==> config.mk <==
export PLATFORM = sky130hd
export DESIGN_NAME = far_ctrl
export DESIGN_NICKNAME = d
export VERILOG_FILES = /design/src/far_pkg.sv /design/src/far_ctrl.sv
export SDC_FILE = /design/constraint.sdc
export NUM_CORES = 1
export LEC_CHECK = 0
export BUFFER_PORTS_ARGS = -buffer_cell sky130_fd_sc_hd__buf_2
export CORE_AREA = 2 2 39 41
export CTS_BUF_LIST = sky130_fd_sc_hd__clkbuf_4 sky130_fd_sc_hd__clkbuf_8 sky130_fd_sc_hd__clkbuf_16
export DETAILED_ROUTE_END_ITERATION = 10
export DIE_AREA = 0 0 41 43
export GPL_TIMING_DRIVEN = 0
export HOLD_SLACK_MARGIN = 0.15
export PLACE_DENSITY = 0.6
export REMOVE_ABC_BUFFERS = 1
export SYNTH_ARGS = -nofsm -noshare
export SYNTH_HDL_FRONTEND = slang
export SYNTH_SLANG_ARGS = --single-unit
==> constraint.sdc <==
create_clock -name clk -period 1.25 [get_ports clk]
set_input_delay 0.0625 -clock clk [delete_from_list [all_inputs] [get_ports clk]]
set_output_delay 0.0625 -clock clk [all_outputs]
set_load 0.02 [all_outputs]
==> src/far_pkg.sv <==
// ----------------------------------------------------------------------------
// far_pkg
// shared types and codes for the fraction arithmetic unit
// ----------------------------------------------------------------------------
package far_pkg;

	localparam int unsigned NUM_W = 64;
	localparam int unsigned DEN_W = 62;

	localparam logic [2:0] MODE_ADD = 3'd0;
	localparam logic [2:0] MODE_SUB = 3'd1;
	localparam logic [2:0] MODE_MUL = 3'd2;
	localparam logic [2:0] MODE_DIV = 3'd3;
	localparam logic [2:0] MODE_RED = 3'd4;   // codes above this act as reduce too

	typedef struct packed {
		logic [2:0]         mode;
		logic signed [31:0] a_num;
		logic signed [31:0] a_den;
		logic signed [31:0] b_num;
		logic signed [31:0] b_den;
	} in_item_t;

	typedef struct packed {
		logic signed [63:0] result_num;
		logic [61:0]        result_den;
		logic               div_by_zero;
	} out_item_t;

	// datapath commands
	typedef enum logic [2:0] {
		CMD_NONE,
		CMD_LOAD,   // latch operands, cleaned up
		CMD_MUL,    // cross products
		CMD_COMB,   // combine products, fix sign
		CMD_GCD,    // one bit step of a euclid remainder, or its swap
		CMD_DIV     // one quotient bit of the two reducing divisions
	} cmd_t;

	typedef struct packed {
		logic gcd_done;   // remainder operand is zero
		logic rem_done;   // current remainder finished
		logic div_done;   // reducing division finished
		logic need_red;   // reduction applies and numerator nonzero
		logic g_gt1;      // gcd above one
	} status_t;

endpackage

==> src/far_ctrl.sv <==
// ----------------------------------------------------------------------------
// far_ctrl
// sequencer for load, multiply, euclid and the reducing divisions
// ----------------------------------------------------------------------------
module far_ctrl (
	input  logic              clk,
	input  logic              arst_n,
	input  logic              in_valid,
	output logic              in_ready,
	output logic              out_valid,
	input  logic              out_ready,
	input  far_pkg::status_t  status,
	output far_pkg::cmd_t     cmd,
	output logic              start_rem,
	output logic              start_div,
	output logic              div_sel
);
	typedef enum logic [3:0] {
		ST_IDLE, ST_MUL0, ST_MUL1, ST_MUL2, ST_COMB, ST_CHK,
		ST_GCD_START, ST_GCD, ST_DIVN_START, ST_DIVN, ST_DIVD_START, ST_DIVD,
		ST_OUT
	} state_t;

	state_t state_q;
	logic   in_acc;

	assign in_ready = (state_q == ST_IDLE);
	assign in_acc   = in_valid && in_ready;
	assign out_valid = (state_q == ST_OUT);

	always_comb begin
		cmd = far_pkg::CMD_NONE; start_rem = 1'b0; start_div = 1'b0; div_sel = 1'b0;
		unique case (state_q)
			ST_IDLE: if (in_acc) cmd = far_pkg::CMD_LOAD;
			ST_MUL0, ST_MUL1, ST_MUL2: cmd = far_pkg::CMD_MUL;
			ST_COMB: cmd = far_pkg::CMD_COMB;
			ST_GCD_START: begin cmd = far_pkg::CMD_GCD; start_rem = 1'b1; end
			ST_GCD: cmd = far_pkg::CMD_GCD;
			ST_DIVN_START: begin cmd = far_pkg::CMD_DIV; start_div = 1'b1; end
			ST_DIVN: cmd = far_pkg::CMD_DIV;
			ST_DIVD_START: begin cmd = far_pkg::CMD_DIV; start_div = 1'b1; div_sel = 1'b1; end
			ST_DIVD: begin cmd = far_pkg::CMD_DIV; div_sel = 1'b1; end
			default: ;
		endcase
	end

	always_ff @(posedge clk or negedge arst_n) begin
		if (!arst_n) begin
			state_q <= ST_IDLE;
		end else begin
			unique case (state_q)
				ST_IDLE: if (in_acc) state_q <= ST_MUL0;
				ST_MUL0: state_q <= ST_MUL1;
				ST_MUL1: state_q <= ST_MUL2;
				ST_MUL2: state_q <= ST_COMB;
				ST_COMB: state_q <= ST_CHK;
				ST_CHK: state_q <= status.need_red ? ST_GCD_START : ST_OUT;
				ST_GCD_START: state_q <= ST_GCD;
				ST_GCD: begin
					// after a swap step, stop when the new remainder is zero
					if (status.rem_done && status.gcd_done) state_q <= ST_GCD;
					if (!status.rem_done && status.gcd_done)
						state_q <= status.g_gt1 ? ST_DIVN_START : ST_OUT;
				end
				ST_DIVN_START: state_q <= ST_DIVN;
				ST_DIVN: if (status.div_done) state_q <= ST_DIVD_START;
				ST_DIVD_START: state_q <= ST_DIVD;
				ST_DIVD: if (status.div_done) state_q <= ST_OUT;
				ST_OUT: if (out_ready) state_q <= ST_IDLE;
				default: state_q <= ST_IDLE;
			endcase
		end
	end
endmodule

* After elaboration in Yosys (flattened, before gate mapping)
Cells that the tools add are included.
** Word-level totals
- Logic and storage cells :: 43
- Input bits :: 9
- Output and inout bits :: 8
- Flip-flop bits (word level) :: 4
** Cells by class
- Mux-type cells :: 14
- Reduce and logical (&&, ||, !) cells :: 11
- Equal/unequal tests :: 17
** Operator list (count)
- 4-bit case mux with 13 select lines :: 1
- 4-bit two-way mux :: 7
- 4-bit equality test (second input constant) :: 5
- 4-bit by 3-bit equality test with 1-bit output (second input constant) :: 4
- 3-bit case mux with 5 select lines :: 1
- 4-bit by 2-bit equality test with 1-bit output (second input constant) :: 2
- 2-bit OR reduction :: 3
- 5-bit AND reduction :: 1
- 4-bit by 1-bit equality test with 1-bit output (second input constant) :: 1
- 4-bit zero test :: 1
- 1-bit two-way mux :: 4
- 2-bit by 1-bit != test with 1-bit output (second input constant) :: 2
- 2-bit != test (second input constant) :: 2
- 4-bit OR reduction :: 1
- 1-bit logical AND :: 3
- 3-bit two-way mux :: 1
- 3-bit != test (second input constant) :: 1
- 3-bit OR reduction :: 1
- 1-bit zero test :: 1

* Longest topological paths before layout
- Word-level depth :: 4
- Mapped depth :: 5
- Depth with buffers taken out :: 4

* Least setup slack after synthesis
No wires, ideal clock.
- Kind :: register to register
- Start point :: reg state_q[0]
- End point :: reg state_q[0]
- Path slack :: -203 ps
- Required time :: 1132 ps
- Path buffers :: 1
- Arrival time :: 1335 ps
- Stages on the path, launching flop included :: 6
- Period minus slack after synthesis :: 1453 ps
- Setup time :: 118 ps
- Cell sequence :: dfrtp_1 -> buf_6 -> nor4_2 -> and2b_1 -> a221o_1 -> nand2_1
** Between the ends
- Longest elaborated chain between the ends :: 4
- Elaborated cells between the ends (all ways) :: 21
- Classes of those cells :: eq/ne (17); mux (1); reduce/logical (3)
** Ends and longest elaborated chain
- start: declaration :: line far_ctrl.sv:24 : state_t state_q;
- start signal: assignment :: line far_ctrl.sv:57 : ST_CHK: state_q <= status.need_red ? ST_GCD_START : ST_OUT;
- start signal: assignment :: line far_ctrl.sv:63 : state_q <= status.g_gt1 ? ST_DIVN_START : ST_OUT;
- 4-bit zero test (*) :: line far_ctrl.sv:27 : assign in_ready = (state_q == ST_IDLE);
- named net in_ready :: line far_ctrl.sv:9 : output logic in_ready,
- 1-bit logical AND :: line far_ctrl.sv:28 : assign in_acc = in_valid && in_ready;
- 2-bit by 1-bit != test with 1-bit output (no line)
- 5-bit AND reduction (no line)
The timed path passes the listed nets; every way through them passes the cells marked *.
A chain may end at the register's enable or synchronous reset.

* Worst setup path in the final report
- Start point :: reg state_q[1]
- End point :: out cmd[1]
** Between the ends
- Longest elaborated chain between the ends :: 3
- Elaborated cells between the ends (all ways) :: 15
- Classes of those cells :: eq/ne (10); mux (1); reduce/logical (4)
** Ends and longest elaborated chain
- 4-bit equality test, or another cell as far along :: line far_ctrl.sv:33 : unique case (state_q)
- 4-bit OR reduction (no line), or another cell as far along
- 3-bit case mux with 5 select lines (*) :: line far_ctrl.sv:33
- end: declaration :: line far_ctrl.sv:13 : output far_pkg::cmd_t cmd,
Every way passes the cells marked *; elsewhere a longest branch is shown, timed or not.

==> metrics.md <==
| Metric | Value |
|---|---|
| Status | finished with violations |
| Failing checks | negative setup slack |
| Synth top area share | between 20 and 30% |
| Top post-synthesis cells by area | dfrtp_1 (28%), nand2_1 (7.5%), nor2_1 (7.5%) |
| DR WL/cell | ~15 um |
| Die width | 41 um |
| Period utilization | 107.3% |
| CP cell instances | or2_4 > xnor2_1 > nor2_1 > buf_4 |
| ANT nets after route | 0 |
| CTS max path bufs | 2 |
| Routed vias | 476 |
| Initial drt markers | 5 |
| Slowest library cell on the worst path | dfrtp_2 |
| PortBufs | 16 |
| Slew Viols, Final | 0 |
| Class of the worst hold path | input port to asynchronous set/reset pin |
| DRC errors left | 0 |
| Worst VDD drop | 1336 uV |
| First-pass GRT wire length | 1849 um |
| Drt total wl | around 1400 um |
| Synth Instances | 46 |
| Worst setup slack after layout | -90.64 ps |
| Area grow syn2layout | 79.72% |
| Final nets | ~90 |
| Vias per cell | 5.118 |
| MaxCap Viol Count | 0 |
| Clk slew on worst S/H paths | 40 ps |
| Tmin final | 1341 ps |
| # IOs | 17 |
| GPL Wtd Cong | between 0.7 and 0.8 |
| Top delay family on crit path | flip-flops |
| Number of synthesized flops with an enable pin | 0 |
| Clock network latency to the later pin of the worst-skew pair | 240 ps |
| Met3 usage | 5.759% |
| CTS tree | yes |
| Layout cell share with drive strength beyond 1 | a little under three fifths |
| DP HPWL | 648.5 um |
| Main flop type after synthesis | dfrtp_1 |
| Largest net degree at the start of global routing | 13 |
| Worst Setup End Kind | output pin |
| Grt ovf | 0 |
| Met1 usage | 15.86% |
| WS Path Type | register to output pin |
| Synth unique cells | 27 |
| Starting density of the core | 25.41% |
| WHS | 153.3 ps |
| TritonRoute pass-1 iters | 4 |
| Worst reg2reg startpoint | state_q[2] |
| Slew headroom | a little under nine tenths |
| CP Buf/Inv Count | 1 |
| Most instantiated cells after synthesis | nand2_1 (7), nor2_1 (7), dfrtp_1 (4) |
| R2R Path End | state_q[2] |
| # rows | 14 |
| Setup-failing EPs final | 6 |
| Vias in the first global route | 433 |
| M2 GR Usage | 26.25% |
| Gr busiest metal | met2 |
| Worst r2r path cells | 5 |
| Total track usage | about 16% |
| Clock root buffer | clkbuf_4 |
| #FFs+latches synth | 4 |
| Syn. warnings | 0 |
| CP Max Fanout | 4 |
| Max Clock Freq | 0.7459 GHz |
| Clock sinks | 4 |
| Die Y | 43 um |
| Initial antenna violation count | 0 |
| Clk_skew | around 8.7 ps |
| Top reg by flops | state_q |
| Leakage Power | 0.3125 nW |
| Largest registers | state_q: 4 flops |
| RSZ-0062 raised after global routing | yes |
| Die footprint | 1763 um^2 |
| Pwr dens | 3074 nW/um^2 |
| CORE AREA | 1384 um^2 |
| H-tree depth | 1 |
| Slew @ Worst Pin | between 200 and 250 ps |
| Startpoint class of the critical path | register |
| R2R setup slack | -20 ps |
| Sequential-to-total area share from yosys stat | 28.47% |
| TritonCTS buffer count | 3 |
| CP Data Required Time | ~1200 ps |
| Mean Syn Cell Area | 7.643 um^2 |
| Post-route insts no fill | slightly above 90 |
| Critical Path Max Stage Delay | roughly 420 ps |
| Largest area contributor in the netlist | dfrtp_1 |
| Async S/R FF share, synth | 100.0% |
| Netlist Area Pre-Place | about 350 um^2 |
| DP Cell Count | 75 |
| Largest register FFs | 4 |
| Inserted Diodes | 0 |
| Final Hold Fails | 0 |
| CP Data Arrival Time | 1280 ps |
-- cell families after synthesis --
group,share of synthesized area [%]
buffers and inverters,8.897
flip-flops,28.47
AND/OR/NAND/NOR,33.81
AO/OA/AOI/OAI,26.34
XOR/XNOR,2.492
-- metrics by stage --
stage	util (%)	setup TNS, ps	setup slack, ps	power [mW]	cell area [um^2]
CTS	41.23	-244.4	-90.41	1.663	570.5
global placement	30.92	-81.49	-75.49	1.161	427.9
detailed placement	30.92	-76.16	-76.16	1.154	427.9
finish	45.66	-307.5	-90.64	1.943	631.9
global route	45.66	-775.4	-141.5	2.054	631.9
floorplan	-	-187.7	-187.7	0.9266	327.8
-- layer usage --
metal  part of all wire, %  up-vias  routed length (um)
li1                      -      223                   -
met1                    44      234                 628
met2                    51       17                 731
met3                   3.6        2                  52
met4                  0.98        0                  14
met5                     0        -                   0
-- layout by cell type (no fill, tap or decap), types with 2 or more instances in the layout --
cell / synthesis / layout
buf_2: 1 / 9
inv_1: 2 / 2
clkbuf_4: 0 / 3
nand2_1: 7 / 6
dfrtp_2: 0 / 4
buf_6: 1 / 2
nor2_1: 7 / 6
buf_4: 1 / 18
a21oi_1: 2 / 2
dlygate4sd3_1: 0 / 2
-- power by group --
part	internal [mW]	total (mW)	switching, mW
clock network	0.108	0.169	0.0606
registers	0.212	0.345	0.132
logic	0.723	1.43	0.706
total	1.04	1.94	0.899
-- worst max-delay path by stage --
stage | from | to | cells past startpoint
floorplan | state_q[1] | state_q[0] | 4
global placement | state_q[2] | state_q[1] | 4
detailed placement | state_q[2] | state_q[1] | 4
CTS | state_q[1] | cmd[1] | 4
global route | state_q[1] | cmd[1] | 4
finish | state_q[1] | cmd[1] | 4
-- repair_timing --
action	4_1_cts	5_1_grt
hold buffers	2	0
pin swaps	1	7
endpoints found under the hold margin	5	0
cloned	0	0
setup buffers	10	3
endpoints found under the setup margin	10	11
resized for setup	10	12
-- area by class of cell --
cell class | instances | area, um^2
clock buffers | 3 | 22.52
repair buffers | 31 | 222.7
fillers | 139 | 752.0
inverters | 2 | 7.507
well taps | 16 | 20.02
multi-input cells | 37 | 254.0
flip-flops and latches | 4 | 105.1
(Power assumes the default switching activity.)
